## config.mk

```make
export PLATFORM = sky130hd
export DESIGN_NAME = xds_queue
export DESIGN_NICKNAME = d
export VERILOG_FILES = /design/src/sv/xds_pkg.sv /design/src/sv/xds_queue.sv
export SDC_FILE = /design/constraint.sdc
export NUM_CORES = 1
export LEC_CHECK = 0
export ABC_CLOCK_PERIOD_IN_PS = 5300
export BUFFER_PORTS_ARGS = -buffer_cell sky130_fd_sc_hd__buf_2
export CAP_MARGIN = 10
export CELL_PAD_IN_SITES_DETAIL_PLACEMENT = 0
export CELL_PAD_IN_SITES_GLOBAL_PLACEMENT = 1
export CORE_AREA = 2 2 256 258
export DETAILED_ROUTE_END_ITERATION = 8
export DIE_AREA = 0 0 258 260
export PLACE_DENSITY_LB_ADDON = 0.1
export SYNTH_ARGS = -nofsm -noshare
export SYNTH_HDL_FRONTEND = slang
export SYNTH_SLANG_ARGS = --single-unit
```

## constraint.sdc

```tcl
create_clock -name clock -period 5.3 [get_ports clock]
set_input_delay 0.53 -clock clock [delete_from_list [all_inputs] [get_ports clock]]
set_output_delay 0.53 -clock clock [all_outputs]
set_load 0.005 [all_outputs]
```

## src/sv/xds_pkg.sv

```systemverilog
// Shared constants, command word type and decode helpers for the XOR delta trace decoder.
`timescale 1ns / 1ps
package xds_pkg;

   localparam int TABLE_DEPTH   = 1024;
   localparam int HISTORY_DEPTH = 65536;
   localparam int STATE_BYTES   = 65544;
   localparam int REG_AREA      = 8;
   localparam int MEM_SLOTS     = 16;
   localparam int MEM_BYTES     = STATE_BYTES - REG_AREA;
   localparam int QDEPTH        = 4;

   localparam int TW   = $clog2(TABLE_DEPTH);
   localparam int RCW  = $clog2(TABLE_DEPTH + 1);
   localparam int HW   = $clog2(HISTORY_DEPTH);
   localparam int HCW  = $clog2(HISTORY_DEPTH + 1);
   localparam int SAW  = $clog2(MEM_BYTES);
   localparam int MSW  = $clog2(MEM_SLOTS);
   localparam int MAW  = $clog2(TABLE_DEPTH * MEM_SLOTS);
   localparam int QAW  = $clog2(QDEPTH);
   localparam int ENTW = 72;

   // actions on the request side
   localparam logic [2:0] ACT_LOAD   = 3'd0;
   localparam logic [2:0] ACT_APPLY  = 3'd1;
   localparam logic [2:0] ACT_REPLAY = 3'd2;
   localparam logic [2:0] ACT_READ   = 3'd3;
   localparam logic [2:0] ACT_WRITE  = 3'd4;

   // work kinds handed to the back end
   localparam logic [2:0] K_NOP    = 3'd0;
   localparam logic [2:0] K_LOAD   = 3'd1;
   localparam logic [2:0] K_APPLY  = 3'd2;
   localparam logic [2:0] K_REPLAY = 3'd3;
   localparam logic [2:0] K_READ   = 3'd4;
   localparam logic [2:0] K_WRITE  = 3'd5;

   localparam logic [1:0] ST_OK      = 2'd0;
   localparam logic [1:0] ST_UNKNOWN = 2'd1;
   localparam logic [1:0] ST_RUN     = 2'd2;
   localparam logic [1:0] ST_FULL    = 2'd3;

   localparam logic [1:0] PH_HEADER  = 2'd0;
   localparam logic [1:0] PH_REGS    = 2'd1;
   localparam logic [1:0] PH_MEMFIX  = 2'd2;
   localparam logic [1:0] PH_MEMZERO = 2'd3;

   typedef struct packed {
      logic [2:0]      kind;
      logic [7:0]      data;
      logic [TW-1:0]   id;
      logic [HW-1:0]   rstart;
      logic [HCW-1:0]  rlen;
      logic [16:0]     sidx;
      logic            mem_we;
      logic [MAW-1:0]  mem_addr;
      logic            rec_we;
      logic [TW-1:0]   slot;
      logic [ENTW-1:0] entry;   // {sizes, regs, header}
      logic [1:0]      status;
      logic            done;
      logic [10:0]     rloaded;
      logic [16:0]     hcount;
   } cmd_type;

   // register bytes a header asks for
   function automatic logic [2:0] reg_need(input logic [7:0] hdr);
      logic [2:0] n;
      n = hdr[0] ? 3'd2 : 3'd0;
      for (int b = 1; b < 6; b++) begin
         n = n + {2'b00, hdr[b]};
      end
      return n;
   endfunction

   // memory triplets stored in a record of the given byte count, capped at sixteen bytes
   function automatic logic [2:0] trip_count(input logic [4:0] msz);
      logic [2:0] t;
      if (msz >= 5'd15) begin
         t = 3'd5;
      end else if (msz >= 5'd12) begin
         t = 3'd4;
      end else if (msz >= 5'd9) begin
         t = 3'd3;
      end else if (msz >= 5'd6) begin
         t = 3'd2;
      end else if (msz >= 5'd3) begin
         t = 3'd1;
      end else begin
         t = 3'd0;
      end
      return t;
   endfunction

endpackage

```

## src/sv/xds_queue.sv

```systemverilog
// Short command queue between the front and back ends.
`timescale 1ns / 1ps
module xds_queue import xds_pkg::*; (
   input  logic    clock,
   input  logic    reset,
   input  logic    push,
   input  cmd_type push_cmd,
   output logic    full,
   input  logic    pop,
   output cmd_type pop_cmd,
   output logic    empty
);
   cmd_type        q_ff [QDEPTH];
   logic [QAW-1:0] wr_ff, rd_ff;
   logic [QAW:0]   cnt_ff;

   always_ff @(posedge clock) begin
      if (reset) begin
         wr_ff  <= '0;
         rd_ff  <= '0;
         cnt_ff <= '0;
      end else begin
         if (push) begin
            wr_ff <= wr_ff + 1'b1;
         end
         if (pop) begin
            rd_ff <= rd_ff + 1'b1;
         end
         cnt_ff <= cnt_ff + {{QAW{1'b0}}, push} - {{QAW{1'b0}}, pop};
      end
   end

   always_ff @(posedge clock) begin
      if (push) begin
         q_ff[wr_ff] <= push_cmd;
      end
   end

   assign full    = cnt_ff == (QAW + 1)'(QDEPTH);
   assign empty   = cnt_ff == '0;
   assign pop_cmd = q_ff[rd_ff];
endmodule

```

=== Yosys cells after proc, flatten, opt, wreduce, memory -nomap -nowiden ===
Memory sizes are Yosys's and may differ from the RTL's. A register that Yosys moved wholly into a read port is not among the register bits.
Index checks and enable logic that the tools add are counted.

* Memories: 1
* Flip-flop bits (word level): 7
* Memory bits (writable): 800
* Bits of input ports: 204
* Word-level logic and storage cells: 14

* Reduce and logical (&&, ||, !) cells: 1
* $add $sub $neg: 4
* Eq/ne operators: 1
* Multiplexer cells: 4

{| class="wikitable"
|+ Memory list
! memory !! depth !! width !! rd ports !! clocked after memory_dff !! write ports !! RTL line !! source
|-
| q_ff || 4 || 200 || 1 || 1 || 1 || xds_queue.sv:13 || <nowiki>cmd_type q_ff [QDEPTH];</nowiki>
|}

{| class="wikitable"
|+ Operators by type and width
! operator !! number
|-
| 2-bit by 1-bit adder with 2-bit output (second input constant) || 2
|-
| 2-bit 2-to-1 mux || 2
|-
| 3-bit by 1-bit adder with 3-bit output || 1
|-
| 3-bit == test (second input constant) || 1
|-
| 3-bit zero test || 1
|-
| 3-bit by 1-bit subtractor with 3-bit output || 1
|-
| 1-bit 2-to-1 mux || 2
|}

=== Depth between registers and ports, before layout ===
* Depth in word-level cells: 3
* Mapped depth: 7
* Mapped depth without buffers: 7

=== Worst setup path before layout ===
No wires, ideal clock.

* Path type: register to register
* Start: reg wr_ff[0]
* End: mem q_ff[0][0] (netlist bit), enable pin
* Cell stages (with the launch flop): 4
* Path buffers: 0
* Setup time: 0.584 ns
* Arrival time: 5.092 ns
* Data required time: 4.716 ns
* Period minus slack after synthesis: 5.676 ns
* Setup slack: -0.376 ns
* Cells stage by stage: dfxtp_1 inv_1 ha_1 and2_1

{| class="wikitable"
|+ RTL lines
! item !! RTL line !! source
|-
| start, declared || xds_queue.sv:14 || <nowiki>logic [QAW-1:0] wr_ff, rd_ff;</nowiki>
|-
| start signal, assigned || xds_queue.sv:24 || <nowiki>wr_ff <= wr_ff + 1'b1;</nowiki>
|-
| end, declared || xds_queue.sv:13 ||
|}

Straight into the memory's write port.

==> impl_metrics.ini <==
[setup_path]
r2r_start = wr_ff[0]
worst_r2r_endpoint = q_ff[1][79]
crit_path_max_incr_delay_ns = 0.68
cp-end-kind = output port
crit_arrival_ns = 2.68
crit_family = flip-flops
startpoint_type = flip-flop
slowest_stage = dfxtp_4
cp.depth = 3
cp_cell_sequence = buf_12 > mux4_2 > buf_2
r2r.worst_path.cells = 3
critical_path_class = reg -> out
ff2ff_setup_slack_ns = 2.89
cp_max_fo = 71
crit_end = pop_cmd[21]
crit_required_ns = 4.77
crit_buf_inv = 2

[yosys]
yosys.area.top_type_share_pct = 81.9
syn_nets = 1297
synth_cells = 1086
ys_ff_latch = 809
yosysUniqueCellTypes = 20
yosysTopAreaCell = edfxtp_1
ys_seq_area_share_pct = 82.5
synth_area_um2 = 29300
yosys-top-cells-area = edfxtp_1 82%, mux4_2 15%, buf_6 0.84%
yosys_warnings = 0
syn_avg_cell_area_um2 = 27.0

[clock_tree]
clock_latency_ns = 0.61
numCtsBuffers = 82
h-tree-depth = 3
cts_resized = 0
cts.clk_slew.worst_paths_ns = 0.06
cts_root_buf = clkbuf_16
clock_path_buffers = 3
cts.sinks = 809
cts_tree = built
cts_setup_buffers = 0
hold_buffers = 0

[floorplanning]
ioPinCount = 406
core_um2 = 64100
floorplan.die.height_um = 260
die_w_um = 258
num_rows = 93
die_area_um2 = 67100
initial_utilization_pct = 45.7

[sta]
rsz0062_at_grt = false
fin_crit_sh_pct = 60.5
slew_viol_final = 0
slew_headroom_pct = 35.3
hold-worst-slack_ns = 0.132
finalClockSkew_ns = 0.0114
hold_violations = 0
finalSetupViolCount = 0
setup_tns_ns = 0
final.min_clock_period_ns = 3.21
worst_slew_pin_slew_ns = 0.970
max_freq_mhz = 312
fin_ws_ns = 2.09

[grt]
grt_pass1_wl_um = 86700
grt_pass1_vias = 13681
grt_start_max_net_pins = 120
overflow = 0
grt_usage_pct = 17.5
antenna_found_initial = 17

[place]
pre_cts_slack_ns = 2.63
gp_congestion = 0.691
hpwl_um = 34600
portBuffers = 405
dp_cells = 2319

[run]
cap_viol_max_count = 0

[power]
power_leakage_nw = 11.6
powerDensity_nw_per_um2 = 403
ir_drop_mv = 0.268

[detailed_routing]
dr.pass1.iters = 6
vias_per_cell = 5.25
wl_um = 59100
drc_errors = 0
wl_per_cell_um = 24.0
ant_nets = 0
drt_first_iter_violations = 767
num_vias = 12933

[final_layout]
fillerInstances = 4985
final_nets = 1759
mostFrequentLayoutCell = edfxtp_1
final_cell_mix = 800 x edfxtp_1, 405 x buf_2, 200 x mux4_2, 85 x clkbuf_16, 19 x clkinv_1
instances_no_fill = 2463
drive_gt1_share_pct = 45.9
area_delta_synth_final_pct = 18.8

[min_path]
min_path_type = in -> reg

[run_status]
status = finished, final reports clean
## synth_stat cells
library cell and count:
buf_6 22, fa_1 1, a21bo_2 1, buf_2 20, and3_1 1, and2_1 4
ha_1 6, nor3_1 1, inv_1 6, xnor2_1 2, nor2b_1 2, nand3b_1 1
dfxtp_1 9, mux4_2 200, xor3_1 1, a21oi_1 1, clkbuf_1 2, nor2_1 5
edfxtp_1 800, mux2i_1 1
## area by class of cell
cell class                 count  area [µm²]  area share (%)
inverter                       6        22.5          0.0646
sequential                   809       24200            69.5
clock buffer                  98        2180            6.25
clock inverter                41         319           0.916
antenna                        5        12.5          0.0359
multi-input combinational    227        4750            13.6
tap                          855        1070            3.07
timing repair buffer         422        2280            6.54
## sequential cells by signal (all words and copies together) (netlist names), named ones only
name and flops:
q_ff 800, cnt_ff 3, rd_ff 2, wr_ff 2
## kinds of logic after synthesis
| family | share of synthesized area, % |
|---|---|
| AO/OA/AOI/OAI | 0.0512 |
| XOR/XNOR | 0.141 |
| adder cells (fa/ha/maj) | 0.324 |
| buffers and inverters | 1.29 |
| flip-flops | 82.5 |
| multiplexers | 15.4 |
| AND/OR/NAND/NOR | 0.256 |
## routing by layer
layer | up-vias | share of wire, % | global-route usage [%]
met2 | 328 | 49 | 28.4
met5 | - | 0.27 | 0
met3 | 115 | 8.5 | 6.60
met1 | 6807 | 40 | 22.2
li1 | 5657 | - | -
met4 | 26 | 1.9 | 5.01
## where the power goes
group / switching [mW] / total [mW] / internal, mW
clock: 2.26 / 5.40 / 3.15
combinational: 0.632 / 1.21 / 0.581
sequential: 0.0816 / 7.44 / 7.36
total: 2.97 / 14.1 / 11.1
## metrics by stage
| stage | area [µm²] | utilization (%) | total power, mW |
|---|---|---|---|
| floorplan | 29300 | - | 8.25 |
| global placement | 32300 | 50.4 | 8.81 |
| detailed placement | 32300 | 50.4 | 8.83 |
| CTS | 34800 | 54.3 | 14.3 |
| global route | 34800 | 54.3 | 14.6 |
| finish | 34800 | 54.3 | 14.1 |
## how the worst min path moves through the flow
stage / start / endpoint / slack (ns) / cells after the start
6_report: push_cmd[120] / q_ff[2][120] / 0.13 / 1
5_1_grt: push_cmd[170] / q_ff[0][170] / 0.1 / 1
4_1_cts: push_cmd[6] / q_ff[0][6] / 0.09 / 1
3_5_place_dp: rd_ff[1] / flip-flop / 0.52 / 2
3_3_place_gp: rd_ff[0] / flip-flop / 0.51 / 2
2_1_floorplan: rd_ff[1] / flip-flop / 0.49 / 2
## worst reg2reg max path, cell delays in order, from the launching register on
cell and delay, ns:
dfxtp_1 0.40, ha_1 0.18, and2_4 0.61, buf_12 0.54
Note: power is estimated with default switching activity, not from simulation.
