[config.mk]
export PLATFORM = sky130hd
export DESIGN_NAME = xds_front
export DESIGN_NICKNAME = d
export VERILOG_FILES = /design/src/sv/xds_pkg.sv /design/src/sv/xds_front.sv
export SDC_FILE = /design/constraint.sdc
export NUM_CORES = 1
export LEC_CHECK = 0
export ABC_CLOCK_PERIOD_IN_PS = 7160
export BUFFER_PORTS_ARGS = -buffer_cell sky130_fd_sc_hd__clkbuf_2
export CAP_MARGIN = 25
export CORE_MARGIN = 8
export CORE_UTILIZATION = 30
export DETAILED_ROUTE_END_ITERATION = 8
export GPL_TIMING_DRIVEN = 0
export PLACE_DENSITY = 0.61
export SLEW_MARGIN = 20
export SYNTH_ARGS = -nofsm -noshare
export SYNTH_HDL_FRONTEND = slang
export SYNTH_SLANG_ARGS = --single-unit
[constraint.sdc]
create_clock -name clock -period 7.16 [get_ports clock]
set_clock_uncertainty 0.15 [all_clocks]
set_input_delay 1.432 -clock clock [delete_from_list [all_inputs] [get_ports clock]]
set_output_delay 1.432 -clock clock [all_outputs]
set_load 0.01 [all_outputs]
[src/sv/xds_pkg.sv]
// Shared constants, command word type and decode helpers for the XOR delta trace decoder.
`timescale 1ns / 1ps
package xds_pkg;

   localparam int TABLE_DEPTH   = 1024;
   localparam int HISTORY_DEPTH = 65536;
   localparam int STATE_BYTES   = 65544;
   localparam int REG_AREA      = 8;
   localparam int MEM_SLOTS     = 16;
   localparam int MEM_BYTES     = STATE_BYTES - REG_AREA;
   localparam int QDEPTH        = 4;

   localparam int TW   = $clog2(TABLE_DEPTH);
   localparam int RCW  = $clog2(TABLE_DEPTH + 1);
   localparam int HW   = $clog2(HISTORY_DEPTH);
   localparam int HCW  = $clog2(HISTORY_DEPTH + 1);
   localparam int SAW  = $clog2(MEM_BYTES);
   localparam int MSW  = $clog2(MEM_SLOTS);
   localparam int MAW  = $clog2(TABLE_DEPTH * MEM_SLOTS);
   localparam int QAW  = $clog2(QDEPTH);
   localparam int ENTW = 72;

   // actions on the request side
   localparam logic [2:0] ACT_LOAD   = 3'd0;
   localparam logic [2:0] ACT_APPLY  = 3'd1;
   localparam logic [2:0] ACT_REPLAY = 3'd2;
   localparam logic [2:0] ACT_READ   = 3'd3;
   localparam logic [2:0] ACT_WRITE  = 3'd4;

   // work kinds handed to the back end
   localparam logic [2:0] K_NOP    = 3'd0;
   localparam logic [2:0] K_LOAD   = 3'd1;
   localparam logic [2:0] K_APPLY  = 3'd2;
   localparam logic [2:0] K_REPLAY = 3'd3;
   localparam logic [2:0] K_READ   = 3'd4;
   localparam logic [2:0] K_WRITE  = 3'd5;

   localparam logic [1:0] ST_OK      = 2'd0;
   localparam logic [1:0] ST_UNKNOWN = 2'd1;
   localparam logic [1:0] ST_RUN     = 2'd2;
   localparam logic [1:0] ST_FULL    = 2'd3;

   localparam logic [1:0] PH_HEADER  = 2'd0;
   localparam logic [1:0] PH_REGS    = 2'd1;
   localparam logic [1:0] PH_MEMFIX  = 2'd2;
   localparam logic [1:0] PH_MEMZERO = 2'd3;

   typedef struct packed {
      logic [2:0]      kind;
      logic [7:0]      data;
      logic [TW-1:0]   id;
      logic [HW-1:0]   rstart;
      logic [HCW-1:0]  rlen;
      logic [16:0]     sidx;
      logic            mem_we;
      logic [MAW-1:0]  mem_addr;
      logic            rec_we;
      logic [TW-1:0]   slot;
      logic [ENTW-1:0] entry;   // {sizes, regs, header}
      logic [1:0]      status;
      logic            done;
      logic [10:0]     rloaded;
      logic [16:0]     hcount;
   } cmd_type;

   // register bytes a header asks for
   function automatic logic [2:0] reg_need(input logic [7:0] hdr);
      logic [2:0] n;
      n = hdr[0] ? 3'd2 : 3'd0;
      for (int b = 1; b < 6; b++) begin
         n = n + {2'b00, hdr[b]};
      end
      return n;
   endfunction

   // memory triplets stored in a record of the given byte count, capped at sixteen bytes
   function automatic logic [2:0] trip_count(input logic [4:0] msz);
      logic [2:0] t;
      if (msz >= 5'd15) begin
         t = 3'd5;
      end else if (msz >= 5'd12) begin
         t = 3'd4;
      end else if (msz >= 5'd9) begin
         t = 3'd3;
      end else if (msz >= 5'd6) begin
         t = 3'd2;
      end else if (msz >= 5'd3) begin
         t = 3'd1;
      end else begin
         t = 3'd0;
      end
      return t;
   endfunction

endpackage

[src/sv/xds_front.sv]
// Front end: accepts request words, checks them and tracks counters and record parsing.
`timescale 1ns / 1ps
module xds_front import xds_pkg::*; (
   input  logic        clock,
   input  logic        reset,
   input  logic        push,
   input  logic [2:0]  req_tuser,
   input  logic [71:0] req_tdata,
   output cmd_type     push_cmd
);
   logic [RCW-1:0] rc_ff, rc_in;
   logic [HCW-1:0] fill_ff, fill_in;
   logic [1:0]     phase_ff, phase_in;
   logic [4:0]     cnt_ff, cnt_in;
   logic [7:0]     hdr_ff, hdr_in;
   logic [55:0]    regs_ff, regs_in;
   logic [7:0]     size_ff, size_in;

   always_comb begin
      cmd_type    c;
      logic [7:0] v;
      logic [4:0] cnt_n;
      logic [1:0] top;
      logic       enter, fin;
      v        = req_tdata[7:0];
      rc_in    = rc_ff;
      fill_in  = fill_ff;
      phase_in = phase_ff;
      cnt_in   = cnt_ff;
      hdr_in   = hdr_ff;
      regs_in  = regs_ff;
      size_in  = size_ff;
      cnt_n    = cnt_ff + 5'd1;
      enter    = 1'b0;
      fin      = 1'b0;
      c.kind     = K_NOP;
      c.data     = v;
      c.id       = TW'(req_tdata[17:8]);
      c.rstart   = HW'(req_tdata[33:18]);
      c.rlen     = HCW'(req_tdata[50:34]);
      c.sidx     = req_tdata[67:51];
      c.mem_we   = 1'b0;
      c.mem_addr = MAW'({rc_ff[TW-1:0], cnt_ff[MSW-1:0]});
      c.rec_we   = 1'b0;
      c.slot     = rc_ff[TW-1:0];
      c.entry    = '0;
      c.status   = ST_OK;
      c.done     = 1'b0;
      unique case (req_tuser)
         ACT_LOAD: begin
            if (rc_ff >= RCW'(TABLE_DEPTH)) begin
               c.status = ST_FULL;
            end else begin
               unique case (phase_ff)
                  PH_HEADER: begin
                     hdr_in  = v;
                     regs_in = '0;
                     size_in = '0;
                     cnt_in  = '0;
                     if (reg_need(v) != 3'd0) begin
                        phase_in = PH_REGS;
                     end else begin
                        enter = 1'b1;
                     end
                  end
                  PH_REGS: begin
                     regs_in = regs_ff | (56'(v) << {cnt_ff[2:0], 3'b000});
                     cnt_in  = cnt_n;
                     size_in = {5'd0, cnt_n[2:0]};
                     if (cnt_n >= {2'b00, reg_need(hdr_ff)}) begin
                        enter = 1'b1;
                     end
                  end
                  default: begin
                     c.mem_we = 1'b1;
                     cnt_in   = cnt_n;
                     size_in  = {cnt_n, size_ff[2:0]};
                     if (phase_ff == PH_MEMFIX) begin
                        fin = cnt_n >= ((hdr_ff[7:6] == 2'd2) ? 5'd6 : 5'd3);
                     end else begin
                        fin = (v == 8'd0) || (cnt_n >= 5'(MEM_SLOTS));
                     end
                  end
               endcase
               top = hdr_in[7:6];
               if (enter) begin
                  cnt_in = '0;
                  if (top == 2'd3) begin
                     phase_in = PH_MEMZERO;
                  end else if (top == 2'd0) begin
                     fin = 1'b1;
                  end else begin
                     phase_in = PH_MEMFIX;
                  end
               end
               if (fin) begin
                  phase_in = PH_HEADER;
                  cnt_in   = '0;
                  rc_in    = rc_ff + 1'b1;
                  c.done   = 1'b1;
                  c.rec_we = 1'b1;
                  c.entry  = {size_in, regs_in, hdr_in};
               end
               if (c.mem_we || c.rec_we) begin
                  c.kind = K_LOAD;
               end
            end
         end
         ACT_APPLY: begin
            if (RCW'(req_tdata[17:8]) >= rc_ff) begin
               c.status = ST_UNKNOWN;
            end else if (fill_ff >= HCW'(HISTORY_DEPTH)) begin
               c.status = ST_FULL;
            end else begin
               c.kind  = K_APPLY;
               fill_in = fill_ff + 1'b1;
            end
         end
         ACT_REPLAY: begin
            if (c.rlen == '0) begin
               c.kind = K_NOP;
            end else if (HCW'(c.rstart) >= fill_ff) begin
               c.status = ST_RUN;
            end else if (({1'b0, fill_ff} + {1'b0, c.rlen}) > (HCW + 1)'(HISTORY_DEPTH)) begin
               c.status = ST_FULL;
            end else begin
               c.kind  = K_REPLAY;
               fill_in = fill_ff + c.rlen;
            end
         end
         ACT_READ:  c.kind = K_READ;
         ACT_WRITE: c.kind = K_WRITE;
         default:   c.kind = K_NOP;
      endcase
      c.rloaded = 11'(rc_in);
      c.hcount  = 17'(fill_in);
      push_cmd  = c;
   end

   always_ff @(posedge clock) begin
      if (reset) begin
         rc_ff    <= '0;
         fill_ff  <= '0;
         phase_ff <= PH_HEADER;
         cnt_ff   <= '0;
      end else if (push) begin
         rc_ff    <= rc_in;
         fill_ff  <= fill_in;
         phase_ff <= phase_in;
         cnt_ff   <= cnt_in;
      end
   end

   always_ff @(posedge clock) begin
      if (push) begin
         hdr_ff  <= hdr_in;
         regs_ff <= regs_in;
         size_ff <= size_in;
      end
   end
endmodule

* Word-level counts from Yosys, hierarchy flattened
Index checks and enable logic that the tools add are counted.
Storage, ports and cells: flip-flop bits (word level) 102, input port bits 78, output and inout bits 200, logic and storage cells 119
Cells by class: $add $sub $neg 15, magnitude comparators 8, equal/unequal tests 8, shift operators 1, multiplexer cells 68, bitwise logic cells 2, reduce and logical (&&, ||, !) cells 10
Operators with widths (number):
- 2-to-1 mux 72 bit | 3
- case mux 56 bit (2 select lines) | 1
- 2-to-1 mux 17 bit | 5
- bitwise OR 56 bit | 1
- left shift 8 x 6 -> 56 bit | 1
- 2-to-1 mux 2 bit | 18
- case mux 17 bit (2 select lines) | 1
- 2-to-1 mux 11 bit | 3
- 2-to-1 mux 1 bit | 25
- adder 3 x 1 -> 3 bit | 8
- 2-to-1 mux 8 bit | 3
- adder 17 x 17 -> 18 bit | 1
- greater-than comparator 18 x 17 -> 1 bit (second input constant) | 1
- adder 17 x 1 -> 17 bit (second input constant) | 1
- adder 17 bit | 1
- greater-or-equal comparator 16 x 17 -> 1 bit | 1
- greater-or-equal comparator 17 bit (second input constant) | 1
- zero test 17 bit | 1
- case mux 8 bit (2 select lines) | 1
- 2-to-1 mux 5 bit | 3
- case mux 3 bit (5 select lines) | 1
- adder 11 x 1 -> 11 bit (second input constant) | 1
- greater-or-equal comparator 10 x 11 -> 1 bit | 1
- greater-or-equal comparator 11 bit (second input constant) | 1
- other kinds (20) | 28

* Longest topological paths before layout
depth in word-level cells 21, mapped depth 16, mapped depth without buffers 15

* Worst setup path after synthesis
OpenSTA, ideal clock, no wires.
path type input-to-output, start point input req_tdata[34], end point output push_cmd[14] in the netlist's numbering, arrival 4481 ps, required time 5578 ps, slack 1097 ps, stages 11, path buffers 0, cells stage by stage ha_1 -> fa_1 -> a21oi_2 -> nor3_1 -> or4_4 -> a211oi_2 -> or4b_4 -> o31ai_4 -> a21oi_1 -> nor3_1 -> o221ai_1
RTL lines:
- start: declaration | line xds_front.sv:8 | input logic [71:0] req_tdata,
- end: declaration | line xds_front.sv:9 | output cmd_type push_cmd

==> summary.txt <==
Flow run
  – Max-cap viol count: 0

Routing
  – Via-per-instance ratio: 5.13
  – Detailed Routing Iterations Pass 1: 5
  – Wirelength, routed: 31700 um
  – Initial DRC count: 635
  – Via count: 8696
  – Residual DRC count: 0
  – Antenna Nets Post-Route: 0
  – WL per Instance: 18.7 um

Global route
  – GRT Resource Usage Total: 0.177
  – Routing usage on met1: 0.237
  – Met3 GRT Util: 0.0228
  – Global-route wire length before repair: 47500 um
  – Initial antenna violation count: 1
  – Gr busiest metal: met2
  – Largest net degree at the start of global routing: 61
  – M2 GR Usage: 0.292
  – Vias in the first global route: 8437
  – Grt total ovfl: 0

Die
  – Chip Width: 185 um
  – I/O Pins: 278
  – Die ar.: 34200 um^2
  – Initial Util: 0.302
  – Core area: 28400 um^2
  – Die height: 185 um
  – Row cnt: 62

Timing
  – Pins Over Slew Limit: 0
  – Final hold viol count: 0
  – Max-slew headroom: 0.291
  – Max Freq: 145 MHz
  – Worst Max-Slew Pin Slew: 1050 ps
  – Final period utilization: 0.963
  – Unrepaired setup endpoints after global routing: false
  – Post-Route Setup TNS: 0 ps
  – # setup viols final: 0
  – Hold slack: 357 ps
  – Final worst slack: 266 ps
  – Tmin final: 6890 ps

CTS
  – Root Buffer: clkbuf_16
  – Number of CTS-inserted buffers: 9
  – Register clock-pin slew on the reported worst setup and hold paths: 70 ps
  – Max Root-Sink Buffers: 2
  – Post-CTS Repair Setup Buffers: 0
  – CTS tree: built
  – Worst-skew pair later-pin latency: 350 ps
  – H-tree depth: 3
  – CTS Sinks: 102

Synthesis
  – Share of the synthesized area in the top cell type: 0.235
  – Sequential area share after synthesis: 0.317
  – Synth Area in Compound Gates: 0.202
  – Area leader, netlist: edfxtp_1
  – Post-synth ARST share: 0
  – Post-synthesis mux area share: 0.0159
  – EDFF count, synth: 67
  – Synth warn: 0
  – Largest family of logic cells by synthesized area: simple AND/OR/NAND/NOR gates
  – Mapped Area: 8560 um^2
  – Synth Area in Simple Gates: 0.210
  – Post-Syn Nets: 1178
  – Syn_area_per_cell: 8.24 um^2
  – Post-Synth Adder-Cell Area: 0.0938
  – Mapped Cells: 1040
  – Library cells used by synthesis: 77
  – Flops & latches, synth: 102
  – Primary FF master, synth: edfxtp_1
  – Synth cell count leaders: nor2_1, a21oi_1, buf_4
  – Top-count cell post-synth: nor2_1
  – Largest cells by area after synthesis: edfxtp_1, dfxtp_1, buf_4, ha_1, a21oi_1
  – Post-Synth XOR/XNOR Area: 0.0317

Power
  – Leakage dissipation: 0.00457 uW
  – Pwr/cell area: 139 nW/um^2
  – Maximum vdd ir drop: 0.101 mV

Finish
  – Inserted Diodes: 0
  – Proportion of layout cells with a drive suffix above 1: 0.304
  – Final nets: 1445
  – Area growth syn-to-layout: 24.3%
  – Layout fillers: 2987

Setup path
  – Critical path type: in2out
  – CP max FO: 8
  – Crit path to: push_cmd[14]
  – Setup crit start kind: input port
  – Worst EP required: 5580 ps
  – WP data arrival: 5310 ps
  – Crit path launch: req_tdata[34]
  – CP endpoint kind: primary output
  – Critical R2R Capture: rc_ff[8]
  – Reg2Reg Launch Point: hdr_ff[1]
  – Worst Reg-to-Reg Cells: 15
  – Reg2Reg Setup Slack: 2450 ps

Outcome
  – Status: completed

Min path
  – Min-delay src: cnt_ff[4]
  – Hold crit path type: reg2reg

Placement
  – Pre-CTS setup slack: 70.7 ps
  – Detail Placement HPWL: 25200 um
  – Port-buffer cells: 253
  – Routability cong.: 0.874
## routing by layer
layer / wire, um / share of wire
met5: 13 / 0.00041
met4: 541 / 0.017
met3: 2430 / 0.077
met2: 14900 / 0.47
met1: 13800 / 0.44
## logic make-up (layout without fill, tap and decap cells)
| logic type | after synthesis | after routing |
|---|---|---|
| AO/OA/AOI/OAI | 264 | 264 |
| XOR/XNOR | 31 | 31 |
| adder cells (fa/ha/maj) | 60 | 60 |
| flip-flops | 102 | 102 |
| AND/OR/NAND/NOR | 369 | 369 |
| buffers and inverters | 201 | 472 |
| multiplexers | 13 | 13 |
## worst min path at each step
stage / end / cells past startpoint
2_1_floorplan: fill_ff[12] / 2
3_3_place_gp: cnt_ff[4] / 1
3_5_place_dp: cnt_ff[4] / 1
4_1_cts: cnt_ff[4] / 1
5_1_grt: cnt_ff[4] / 1
6_report: cnt_ff[4] / 1
## registers in the layout (all words and copies together) (netlist names)
| register | flops |
|---|---|
| size_ff | 3 |
| cnt_ff | 5 |
| fill_ff | 17 |
| rc_ff | 11 |
| regs_ff | 56 |
| hdr_ff | 8 |
| phase_ff | 2 |
## timing repair
item / CTS / global route
gates resized for setup: 0 / 2
setup endpoints to repair: 0 / 2
hold buffers: 0 / 0
endpoints found under the hold margin: 0 / 0
## area by class of cell
class                      count  area [um^2]  share of cell area
buffer                       146          908              0.0853
clock buffer                   9          225              0.0212
clock inverter                 6         52.6             0.00494
inverter                      55          209              0.0196
multi-input combinational    737         4750               0.446
sequential                   102         2710               0.255
tap                          384          480              0.0451
timing repair buffer         256         1310               0.123
## power breakdown
| group | internal (uW) | switching [uW] |
|---|---|---|
| clock | 240 | 247 |
| sequential | 636 | 10.4 |
| combinational | 134 | 216 |
| total | 1010 | 473 |
## stage by stage
stage | cell area (um^2) | std cells | utilization | power [uW]
3_3_place_gp | 10300 | 1677 | 0.363 | 1000
5_1_grt | 10600 | 1695 | 0.375 | 1550
6_report | 10600 | 1695 | 0.375 | 1480
4_1_cts | 10600 | 1694 | 0.374 | 1490
3_5_place_dp | 10400 | 1679 | 0.365 | 1010
2_1_floorplan | 8560 | 1040 | - | 877
## cell usage in the layout, fill, tap and decap left out, drive strengths merged, types with 8 or more instances in the layout
| cell type | n |
|---|---|
| nand2b | 15 |
| nand4 | 17 |
| o21ai | 44 |
| dfxtp | 35 |
| ha | 53 |
| nor2b | 8 |
| and2 | 13 |
| edfxtp | 67 |
| a21oi | 103 |
| nor3 | 80 |
| nand2 | 59 |
| o211ai | 10 |
| clkbuf | 311 |
| nor4 | 14 |
| a21o | 16 |
| a211oi | 11 |
| buf | 100 |
| mux2i | 8 |
| a31oi | 10 |
| xnor2 | 23 |
| nor2 | 119 |
| inv | 57 |
| nand3 | 18 |
| xor2 | 8 |
## critical path, cell delays in order
cell      delay (ps)
clkbuf_2         120
ha_1             250
fa_1             460
a21oi_2          200
nor3_1           100
or4_4            500
a211oi_2         210
or4b_4           510
o31ai_4          500
a21oi_1          340
nor3_1           320
o221ai_1         190
clkbuf_2         170
No activity file was read; power rests on OpenSTA's default activity.
